$ cat src/design/gmaf_pkg.sv
// ----------------------------------------------------------------------------
// gmaf_pkg
// Shared constants and types of the gated moving average filter.
// ----------------------------------------------------------------------------
package gmaf_pkg;

  localparam int unsigned DistW    = 16;
  localparam int unsigned ChanW    = 2;
  localparam int unsigned CfgIdxW  = 8;

  localparam logic [DistW-1:0] FillValue    = 16'd4000;
  localparam logic [DistW-1:0] InvalidReset = 16'hFFFF;

  localparam logic [CfgIdxW-1:0] CfgMaxDist = 8'd0;
  localparam logic [CfgIdxW-1:0] CfgInvCode = 8'd1;

  typedef struct packed {
    logic             vld;
    logic [DistW-1:0] data;
  } ring_upd_t;

endpackage

$ cat src/design/gmaf_cfg.sv
// ----------------------------------------------------------------------------
// gmaf_cfg
// Configuration registers: maximum valid distance and invalid reading code.
// ----------------------------------------------------------------------------
module gmaf_cfg (
  input  logic                         clk_i,
  input  logic                         rst_ni,
  input  logic                         cfg_valid_i,
  input  logic [gmaf_pkg::CfgIdxW-1:0] cfg_index_i,
  input  logic [gmaf_pkg::DistW-1:0]   cfg_data_i,
  output logic                         cfg_ready_o,
  output logic [gmaf_pkg::DistW-1:0]   max_distance_o,
  output logic [gmaf_pkg::DistW-1:0]   inv_code_o
);

  logic [gmaf_pkg::DistW-1:0] max_distance_q;
  logic [gmaf_pkg::DistW-1:0] inv_code_q;

  assign cfg_ready_o = 1'b1;

  always_ff @(posedge clk_i or negedge rst_ni) begin
    if (!rst_ni) begin
      max_distance_q <= gmaf_pkg::FillValue;
      inv_code_q     <= gmaf_pkg::InvalidReset;
    end else if (cfg_valid_i) begin
      case (cfg_index_i)
        gmaf_pkg::CfgMaxDist: max_distance_q <= cfg_data_i;
        gmaf_pkg::CfgInvCode: inv_code_q     <= cfg_data_i;
        default: ;
      endcase
    end
  end

  assign max_distance_o = max_distance_q;
  assign inv_code_o     = inv_code_q;

endmodule

$ cat src/design/gmaf_ring.sv
// ----------------------------------------------------------------------------
// gmaf_ring
// Per-channel ring of recent readings in one memory, with write positions
// and wrap flags; entries not yet written since reset read as the fill value.
// ----------------------------------------------------------------------------
module gmaf_ring #(
  parameter int unsigned WINDOW_SIZE   = 8,
  parameter int unsigned CHANNEL_COUNT = 4
) (
  input  logic                       clk_i,
  input  logic                       rst_ni,
  input  logic                       req_i,
  input  logic [gmaf_pkg::ChanW-1:0] req_ch_i,
  input  gmaf_pkg::ring_upd_t        upd_i,
  output logic [gmaf_pkg::DistW-1:0] old_o
);

  localparam int unsigned ChW   = (CHANNEL_COUNT > 1) ? $clog2(CHANNEL_COUNT) : 1;
  localparam int unsigned PosW  = $clog2(WINDOW_SIZE);
  localparam int unsigned Depth = CHANNEL_COUNT * WINDOW_SIZE;
  localparam int unsigned AddrW = $clog2(Depth);
  localparam logic [PosW-1:0] LastPos = PosW'(WINDOW_SIZE - 1);

  logic [PosW-1:0]            pos_q  [CHANNEL_COUNT];
  logic                       wrap_q [CHANNEL_COUNT];
  logic [gmaf_pkg::DistW-1:0] mem_q  [Depth];
  logic [gmaf_pkg::DistW-1:0] rd_q;
  logic [PosW-1:0]            rd_pos_q;
  logic [PosW-1:0]            rd_pos_d;
  logic [ChW-1:0]             rd_idx_q;
  logic [ChW-1:0]             req_idx;
  logic [PosW-1:0]            upd_nxt;
  logic [AddrW-1:0]           rd_addr;
  logic [AddrW-1:0]           wr_addr;

  assign req_idx = (int'(req_ch_i) < CHANNEL_COUNT) ? ChW'(req_ch_i) : '0;
  assign upd_nxt = (rd_pos_q == LastPos) ? '0 : rd_pos_q + 1'b1;

  // forward the position of the request that updates in this same cycle
  assign rd_pos_d = (upd_i.vld && (rd_idx_q == req_idx)) ? upd_nxt : pos_q[req_idx];

  assign rd_addr = AddrW'(int'(req_idx) * WINDOW_SIZE + int'(rd_pos_d));
  assign wr_addr = AddrW'(int'(rd_idx_q) * WINDOW_SIZE + int'(rd_pos_q));

  always_ff @(posedge clk_i) begin
    if (upd_i.vld) begin
      mem_q[wr_addr] <= upd_i.data;
    end
    if (req_i) begin
      rd_q     <= mem_q[rd_addr];
      rd_pos_q <= rd_pos_d;
      rd_idx_q <= req_idx;
    end
  end

  always_ff @(posedge clk_i or negedge rst_ni) begin
    if (!rst_ni) begin
      for (int i = 0; i < CHANNEL_COUNT; i++) begin
        pos_q[i]  <= '0;
        wrap_q[i] <= 1'b0;
      end
    end else if (upd_i.vld) begin
      pos_q[rd_idx_q] <= upd_nxt;
      if (rd_pos_q == LastPos) begin
        wrap_q[rd_idx_q] <= 1'b1;
      end
    end
  end

  assign old_o = wrap_q[rd_idx_q] ? rd_q : gmaf_pkg::FillValue;

endmodule

$ cat src/design/gmaf_acc.sv
// ----------------------------------------------------------------------------
// gmaf_acc
// Input register, validity gate, running sums and averages, result register.
// ----------------------------------------------------------------------------
module gmaf_acc #(
  parameter int unsigned WINDOW_SIZE   = 8,
  parameter int unsigned CHANNEL_COUNT = 4
) (
  input  logic                       clk_i,
  input  logic                       rst_ni,
  input  logic                       s_valid_i,
  output logic                       s_ready_o,
  input  logic [gmaf_pkg::ChanW-1:0] s_ch_i,
  input  logic [gmaf_pkg::DistW-1:0] s_distance_i,
  input  logic [gmaf_pkg::DistW-1:0] max_distance_i,
  input  logic [gmaf_pkg::DistW-1:0] inv_code_i,
  input  logic [gmaf_pkg::DistW-1:0] old_i,
  output gmaf_pkg::ring_upd_t        upd_o,
  input  logic                       m_ready_i,
  output logic                       m_valid_o,
  output logic [gmaf_pkg::ChanW-1:0] m_ch_o,
  output logic [gmaf_pkg::DistW-1:0] m_avg_o,
  output logic                       m_acc_o
);

  localparam int unsigned ChW  = (CHANNEL_COUNT > 1) ? $clog2(CHANNEL_COUNT) : 1;
  localparam int unsigned SumW = gmaf_pkg::DistW + $clog2(WINDOW_SIZE);
  localparam logic [SumW-1:0] SumReset = SumW'(int'(gmaf_pkg::FillValue) * WINDOW_SIZE);

  logic                       s1_vld_q;
  logic [gmaf_pkg::ChanW-1:0] s1_ch_q;
  logic [gmaf_pkg::DistW-1:0] s1_distance_q;
  logic                       out_vld_q;
  logic [gmaf_pkg::ChanW-1:0] out_ch_q;
  logic [gmaf_pkg::DistW-1:0] out_avg_q;
  logic                       out_acc_q;
  logic [SumW-1:0]            sum_q [CHANNEL_COUNT];
  logic [gmaf_pkg::DistW-1:0] avg_q [CHANNEL_COUNT];

  logic                       adv;
  logic                       ch_ok;
  logic                       samp_ok;
  logic                       upd;
  logic [ChW-1:0]             idx;
  logic [SumW-1:0]            sum_d;
  logic [gmaf_pkg::DistW-1:0] avg_d;
  logic [gmaf_pkg::DistW-1:0] res_avg;

  assign adv       = s1_vld_q && (!out_vld_q || m_ready_i);
  assign s_ready_o = !s1_vld_q || adv;

  assign ch_ok   = int'(s1_ch_q) < CHANNEL_COUNT;
  assign idx     = ch_ok ? ChW'(s1_ch_q) : '0;
  assign samp_ok = ch_ok && (s1_distance_q != inv_code_i) &&
                   (s1_distance_q <= max_distance_i);
  assign upd     = adv && samp_ok;

  assign sum_d   = sum_q[idx] - SumW'(old_i) + SumW'(s1_distance_q);
  assign avg_d   = gmaf_pkg::DistW'(sum_d / WINDOW_SIZE);
  assign res_avg = !ch_ok ? '0 : (samp_ok ? avg_d : avg_q[idx]);

  assign upd_o.vld  = upd;
  assign upd_o.data = s1_distance_q;

  always_ff @(posedge clk_i or negedge rst_ni) begin
    if (!rst_ni) begin
      s1_vld_q  <= 1'b0;
      out_vld_q <= 1'b0;
      for (int i = 0; i < CHANNEL_COUNT; i++) begin
        sum_q[i] <= SumReset;
        avg_q[i] <= gmaf_pkg::FillValue;
      end
    end else begin
      if (s_ready_o) begin
        s1_vld_q <= s_valid_i;
      end
      if (adv) begin
        out_vld_q <= 1'b1;
      end else if (m_ready_i) begin
        out_vld_q <= 1'b0;
      end
      if (upd) begin
        sum_q[idx] <= sum_d;
        avg_q[idx] <= avg_d;
      end
    end
  end

  always_ff @(posedge clk_i) begin
    if (s_ready_o && s_valid_i) begin
      s1_ch_q       <= s_ch_i;
      s1_distance_q <= s_distance_i;
    end
    if (adv) begin
      out_ch_q  <= s1_ch_q;
      out_avg_q <= res_avg;
      out_acc_q <= samp_ok;
    end
  end

  assign m_valid_o = out_vld_q;
  assign m_ch_o    = out_ch_q;
  assign m_avg_o   = out_avg_q;
  assign m_acc_o   = out_acc_q;

endmodule

$ cat src/design/gated_moving_average_filter.sv
// ----------------------------------------------------------------------------
// gated_moving_average_filter
// Multi-channel gated boxcar moving average for range sensor readings.
// ----------------------------------------------------------------------------
// Takes one reading request per cycle while the receiver does not stall the
// result register and returns one result per request through the input and
// result registers; the ring memory does one read and one write per cycle,
// with the write position forwarded between back-to-back requests of one channel.
// A reading enters its channel's window only if its channel is in range, it
// differs from the invalid code and it does not exceed the maximum distance;
// the result carries the channel's current average and the accept flag. Ring
// entries not yet written since reset read as 4000, so no clearing pass follows
// reset. Write the configuration registers only while no request is in flight.
module gated_moving_average_filter #(
  parameter int unsigned WINDOW_SIZE   = 8,
  parameter int unsigned CHANNEL_COUNT = 4
) (
  input  logic                         clk_i,
  input  logic                         rst_ni,
  input  logic                         s_axis_tvalid,
  output logic                         s_axis_tready,
  input  logic [23:0]                  s_axis_tdata,  // channel, distance, zero pad
  output logic                         m_axis_tvalid,
  input  logic                         m_axis_tready,
  output logic [23:0]                  m_axis_tdata,  // out_channel, filtered_distance, pad
  output logic                         m_axis_tuser,  // sample_accepted
  input  logic                         cfg_valid_i,
  output logic                         cfg_ready_o,
  input  logic [gmaf_pkg::CfgIdxW-1:0] cfg_index_i,
  input  logic [gmaf_pkg::DistW-1:0]   cfg_data_i
);

  logic [gmaf_pkg::DistW-1:0] max_distance;
  logic [gmaf_pkg::DistW-1:0] inv_code;
  logic [gmaf_pkg::DistW-1:0] old_val;
  logic [gmaf_pkg::ChanW-1:0] m_ch;
  logic [gmaf_pkg::DistW-1:0] m_avg;
  logic                       req;
  gmaf_pkg::ring_upd_t        upd;

  assign req = s_axis_tvalid && s_axis_tready;

  gmaf_cfg u_cfg (
    .clk_i          (clk_i),
    .rst_ni         (rst_ni),
    .cfg_valid_i    (cfg_valid_i),
    .cfg_index_i    (cfg_index_i),
    .cfg_data_i     (cfg_data_i),
    .cfg_ready_o    (cfg_ready_o),
    .max_distance_o (max_distance),
    .inv_code_o     (inv_code)
  );

  gmaf_ring #(
    .WINDOW_SIZE   (WINDOW_SIZE),
    .CHANNEL_COUNT (CHANNEL_COUNT)
  ) u_ring (
    .clk_i    (clk_i),
    .rst_ni   (rst_ni),
    .req_i    (req),
    .req_ch_i (s_axis_tdata[1:0]),
    .upd_i    (upd),
    .old_o    (old_val)
  );

  gmaf_acc #(
    .WINDOW_SIZE   (WINDOW_SIZE),
    .CHANNEL_COUNT (CHANNEL_COUNT)
  ) u_acc (
    .clk_i          (clk_i),
    .rst_ni         (rst_ni),
    .s_valid_i      (s_axis_tvalid),
    .s_ready_o      (s_axis_tready),
    .s_ch_i         (s_axis_tdata[1:0]),
    .s_distance_i   (s_axis_tdata[17:2]),
    .max_distance_i (max_distance),
    .inv_code_i     (inv_code),
    .old_i          (old_val),
    .upd_o          (upd),
    .m_ready_i      (m_axis_tready),
    .m_valid_o      (m_axis_tvalid),
    .m_ch_o         (m_ch),
    .m_avg_o        (m_avg),
    .m_acc_o        (m_axis_tuser)
  );

  assign m_axis_tdata = {6'd0, m_avg, m_ch};

endmodule

$ cat config.mk
export PLATFORM = sky130hd
export DESIGN_NAME = gated_moving_average_filter
export DESIGN_NICKNAME = d
export VERILOG_FILES = /design/src/design/gmaf_pkg.sv /design/src/design/gmaf_cfg.sv /design/src/design/gmaf_ring.sv /design/src/design/gmaf_acc.sv /design/src/design/gated_moving_average_filter.sv
export SDC_FILE = /design/constraint.sdc
export NUM_CORES = 1
export LEC_CHECK = 0
export BUFFER_PORTS_ARGS = -buffer_cell sky130_fd_sc_hd__buf_2
export CELL_PAD_IN_SITES_DETAIL_PLACEMENT = 0
export CELL_PAD_IN_SITES_GLOBAL_PLACEMENT = 2
export CORE_UTILIZATION = 45
export CTS_BUF_LIST = sky130_fd_sc_hd__clkbuf_8
export DETAILED_ROUTE_END_ITERATION = 8
export PLACE_DENSITY = 0.91
export SETUP_SLACK_MARGIN = 0.1
export SKIP_CTS_REPAIR_TIMING = 1
export SLEW_MARGIN = 15
export SYNTH_ARGS = -nofsm -noshare
export SYNTH_HDL_FRONTEND = slang
export SYNTH_SLANG_ARGS = --single-unit
export TNS_END_PERCENT = 30
$ cat constraint.sdc
create_clock -name clk_i -period 15.3 [get_ports clk_i]
set_clock_uncertainty 0.1 [all_clocks]
set_input_delay 4.59 -clock clk_i [delete_from_list [all_inputs] [get_ports clk_i]]
set_output_delay 4.59 -clock clk_i [all_outputs]
set_load 0.005 [all_outputs]
# After elaboration in Yosys (flattened, before gate mapping)
# Memory sizes are Yosys's and may differ from the RTL's. A register that Yosys moved wholly into a read port is not among the register bits.
# Index checks and enable logic that the tools add are counted.
# word_totals
reg_bits,230
ram_bits,512
input_bits,53
output_inout_bits,28
n_memories,1
# classes
n_addsub,5
n_lt_le_gt_ge,4
n_eq_ne,4
n_mux,31
bitwise,3
n_reduce_logical,15
# mem_list
memory,depth,word_bits,rd,rd_ports_with_merged_regs,write_ports,line,source
u_ring.mem_q,32,16,1,1,1,gmaf_ring.sv:26,logic [gmaf_pkg::DistW-1:0] mem_q [Depth];
# ops
operator,n
$mux W16,5
$bwmux W76,1
$bwmux W64,1
$mux W19,3
$bmux W19 S2,1
$demux W19 S2,1
$bmux W16 S2,1
$demux W16 S2,1
$add A19 B16 Y19,1
$sub A19 B16 Y19,1
$le A16 B16 Y1,1
$ne A16 B16 Y1,1
$mux W3,5
$bwmux W12,1
$add A5 B3 Y5,2
$eq A8 B1 Y1 const B,1
$logic_not A8 Y1,1
$mux W1,7
$bmux W3 S2,1
$demux W3 S2,1
$ge A3 B3 Y1 const B,2
$logic_and A1 B1 Y1,6
$not A2 Y3,2
$reduce_and A2 Y1,3
other kinds (10),12

# Logic depth before layout (Yosys ltp)
# depth
ltp_word,8
ltp_mapped,18
ltp_nobuf,16

# Modules after synthesis
# A second synthesis with hierarchy kept.
# hier_totals
cells_unflattened,2010
hier_area_um2,29744.8
# modules_own_cells
module,instances,cells_each,area_per_inst_um2,seq_area_each_um2
gmaf_ring,1,1408,21459.3,16405.7
gmaf_acc,1,520,6912.9,3093.0
gmaf_cfg,1,74,1317.5,828.3
gated_moving_average_filter,1,8,55.1,0.0

# Worst setup path before layout
# Ideal clock, no wire load.
# synth_timing
path_type,input -> output
from,input m_axis_tready
to,output s_axis_tready
arrival_ns,4.764
required_time_ns,10.610
slack_ns,5.846
path_stages,1
path_buffers,0
cell_sequence,nand3b_1
# synth_via
elab_chain_cells,3
# synth_lines
item,line,source
"start, declared",gated_moving_average_filter.sv:24,"input logic m_axis_tready,"
$logic_or A1 B1 Y1,gmaf_acc.sv:49,assign adv = s1_vld_q && (!out_vld_q || m_ready_i);
$logic_and A1 B1 Y1,gmaf_acc.sv:49,
$logic_or A1 B1 Y1,gmaf_acc.sv:50,assign s_ready_o = !s1_vld_q || adv;
"end, declared",gated_moving_average_filter.sv:21,"output logic s_axis_tready,"
# No other way between the ends.

# Worst setup path in the final report
# Ends and elaborated chain as after synthesis.

==> impl_metrics.yaml <==
run_status:
  run_status: "finished clean"
worst_hold_path:
  hp-class: "reg -> reg"
  min_from: "u_acc.avg_q[40]"
  hold_path_end: "u_acc.avg_q[40]"
  hold_depth: 2
cells_and_area:
  postLayoutCellArea_um2: 32800
  fin_cells: 3174
  fin_util_pct: 50.8
  share_of_layout_cells_above_drive_strength_1_pct: 17.1
  fill_cells: 5430
  layout_overhead_on_the_synthesized_area_pct: 11.4
  finish.net_count: 2345
clock_network:
  cts_num_sinks: 694
  htree_num_levels: 3
  clkLatencyLatePin_ns: 0.73
  clk_root_buffer_cell: "sky130_fd_sc_hd__clkbuf_8"
  cts_made_buffers: 106
  tritoncts: "done"
  clk_buf_depth: 3
  worst_setup_hold_path_clk_slew_ns: 0.05
worst_setup_path:
  critical-path-slowest-cell: "sky130_fd_sc_hd__nand3b_1"
  reg2reg_slack_ns: 8.88
  cp-start-kind: "input port"
  worstRegToRegCells: 14
  worst_path_max_stage_delay_ns: 0.18
  crit_path_end_kind: "output pin"
  critical-path-top-delay-family: "buffers and inverters"
  crit_path_cell_trace: "buf_2 > nand3b_1 > buf_2"
  reg2reg_from: "u_acc.s1_distance_q[13]"
  criticalPathCategory: "in -> out"
  timing.critical_path.arrival_ns: 5.03
  rr_endpoint: "u_ring.rd_q[8]"
  crit_top_cell: "sky130_fd_sc_hd__buf_2"
  crit_fanout: 3
  cp_data_required_time_ns: 10.61
  critPathBufInv: 2
route:
  detail_route.drc_violations: 0
  detail_route.iter0.violations: 1515
  wl_per_cell_um: 22.1
  firstDrtPassIters: 5
  vias: 17600
  routed_wl_um: 70300
  antenna_violating_nets_post_route: 0
  routed_via_density: 5.54
yosys:
  syn-instance-count: 2093
  synth-async-reset-ratio_pct: 18.2
  synth_commonest_cells: "sky130_fd_sc_hd__edfxtp_1 (568), sky130_fd_sc_hd__nand2_1 (424), sky130_fd_sc_hd__mux2i_1 (226), sky130_fd_sc_hd__nand3_1 (90), sky130_fd_sc_hd__inv_1 (84)"
  synth_enable_flop_cells: 568
  yosys.cell_count.top_type: "sky130_fd_sc_hd__edfxtp_1"
  yosysTopAreaCell: "sky130_fd_sc_hd__edfxtp_1"
  synth_top_area_share_pct: 57.9
  synthDistinctLibCells: 58
  syn-cell-area_um2: 29500
  synth_ff_type: "sky130_fd_sc_hd__edfxtp_1"
  ys_seq_elements: 694
  synth.yosys.seq_area_share_pct: 68.8
  total_number_of_yosys_warnings: 0
  synthesized_area_divided_by_synthesized_cell_count_um2: 14.1
  post_synth_main_area_contributors: "sky130_fd_sc_hd__edfxtp_1 (58%), sky130_fd_sc_hd__mux2i_1 (7.7%), sky130_fd_sc_hd__dfrtp_1 (6.8%)"
sta:
  worst_pin_slew_ns: 1.16
  finalWorstPathRequiredPeriod_ns: 9.72
  final.setup.tns_ns: 0
  timing_max_transition_violations_final: 0
  worst_slew_margin_rel_pct: 22.4
  timing.fmax_mhz: 103
  timing_hold_violations_final: 0
  endpoints_failing_setup: 0
  rsz_0062_raised_after_global_routing: "no"
  final_period_util_pct: 63.5
global_routing:
  grtUsageTotal_pct: 21.2
  grt_total_ovfl: 0
  pin_count_of_the_biggest_net_entering_global_routing: 98
  antenna_violations_before_repair: 7
  grt_first_pass_wirelength_um: 105000
  grt_pass1_vias: 17500
power_and_ir_drop:
  post_route_total_power_mw: 5.48
  comb_power_share_pct: 31.4
  p_per_area_nw_per_um2: 167
  power_frac_clock_pct: 25.3
  p_sw_mw: 1.87
  leakagePower_nw: 12.8
  internal_power_mw: 3.61
  peakVddDrop_mv: 0.0903
  power.sequential.fraction_pct: 43.3
  power_switching_share_pct: 34.1
place:
  port_buffers: 67
  place_area_um2: 30900
  place.gp.congestion: 0.822
  dp_hpwl_um: 41800
  placed_cells_incl_taps: 2983
die:
  dieHeight_um: 258
  die_width_um: 258
  die_area_um2: 66500
  design.portCount: 81
  design.core.area_um2: 64600
  start_util_pct: 45.6
  standard_cell_row_count: 93
run:
  number_of_violations_of_the_max_capacitance_limit: 0
registers in the layout, summed over array words and instances, names as in the netlist, 3 cells and up:
name,count
u_ring.mem_q,512
u_acc.avg_q,64
u_acc.m_avg_o,16
u_acc.s1_distance_q,16
u_cfg.inv_code_o,16
u_cfg.max_distance_o,16
u_ring.rd_q,16
u_acc.sum_q,12
u_ring.pos_q,12
u_ring.wrap_q,4
u_ring.rd_pos_q,3
cell usage in the layout (no fill, tap or decap), types with 17 or more instances in the layout:
cell type / count
sky130_fd_sc_hd__xnor2_1: 31
sky130_fd_sc_hd__nand2_1: 424
sky130_fd_sc_hd__o21ai_0: 48
sky130_fd_sc_hd__a32oi_1: 32
sky130_fd_sc_hd__dfstp_2: 46
sky130_fd_sc_hd__a31oi_1: 17
sky130_fd_sc_hd__clkbuf_8: 112
sky130_fd_sc_hd__inv_1: 123
sky130_fd_sc_hd__edfxtp_1: 568
sky130_fd_sc_hd__buf_2: 66
sky130_fd_sc_hd__mux2_2: 34
sky130_fd_sc_hd__ha_1: 40
sky130_fd_sc_hd__buf_4: 69
sky130_fd_sc_hd__a21oi_1: 26
sky130_fd_sc_hd__mux2i_1: 226
sky130_fd_sc_hd__clkinv_1: 18
sky130_fd_sc_hd__mux4_2: 23
sky130_fd_sc_hd__dfrtp_1: 80
sky130_fd_sc_hd__nor2_1: 53
sky130_fd_sc_hd__nand3_1: 90
per-stage QoR:
step	setup WS (ns)	hold WS [ns]
6_report	5.58	0.362
5_1_grt	5.55	0.372
4_1_cts	5.60	0.363
3_5_place_dp	5.60	0.353
3_3_place_gp	5.61	0.344
2_1_floorplan	5.85	0.331
power groups by stage:
stage          clock network, mW  logic [mW]  registers [mW]
2_1_floorplan                  0        1.23            2.39
6_report                    1.38        1.72            2.37
4_1_cts                     1.42        1.73            2.37
3_3_place_gp                   0        1.67            2.40
3_5_place_dp                   0        1.72            2.41
5_1_grt                     1.50        1.89            2.39
per-layer routing:
| layer | part of all wire, % | up-vias | global-route usage (%) |
|---|---|---|---|
| li1 | - | 7932 | - |
| met1 | 41 | 8822 | 28.0 |
| met2 | 48 | 678 | 34.2 |
| met3 | 7.2 | 158 | 4.30 |
| met4 | 3.5 | 4 | 8.76 |
| met5 | 0.033 | - | 0 |
cells by family (layout without fill, tap and decap cells):
| kind of cell | count (synthesis) | after routing | synth area share, % |
|---|---|---|---|
| DFF | 694 | 694 | 68.8 |
| and+or+nand+nor | 638 | 638 | 9.17 |
| muxes | 283 | 283 | 10.7 |
| AOI/OAI and AO/OA | 193 | 193 | 4.60 |
| buffers and inverters | 193 | 413 | 2.92 |
| adders and majority gates | 56 | 56 | 2.78 |
| xor gates and xnor gates | 34 | 34 | 1.01 |
| other | 2 | 8 | 0.0255 |
how the worst max path moves through the flow:
| stage | start | end | slack, ns | cells after the start |
|---|---|---|---|---|
| 3_5_place_dp | m_axis_tready | s_axis_tready | 5.60 | 3 |
| 6_report | m_axis_tready | s_axis_tready | 5.58 | 3 |
| 4_1_cts | m_axis_tready | s_axis_tready | 5.60 | 3 |
| 5_1_grt | m_axis_tready | s_axis_tready | 5.55 | 3 |
| 2_1_floorplan | m_axis_tready | s_axis_tready | 5.85 | 1 |
| 3_3_place_gp | m_axis_tready | s_axis_tready | 5.61 | 3 |
layout make-up:
type                       count  area, um2  area share [%]
antenna                        1       2.50         0.00762
clock buffer                 112       1540            4.70
clock inverter                78        373            1.14
inverter                      87        328           0.999
multi-input combinational   1211       8390            25.6
sequential                   694      20300            61.7
tap                          855       1070            3.26
timing repair buffer         136        860            2.62
worst register-to-register path, delay by kind of cell, from the launching register on:
kind | cells | cell delay, ns
buffers and inverters | 3 | 2.26
AOI/OAI and AO/OA | 4 | 1.09
and+or+nand+nor | 4 | 1.04
DFF | 1 | 0.81
muxes | 2 | 0.44
adders and majority gates | 1 | 0.40
No activity file was read; power rests on OpenSTA's default activity.
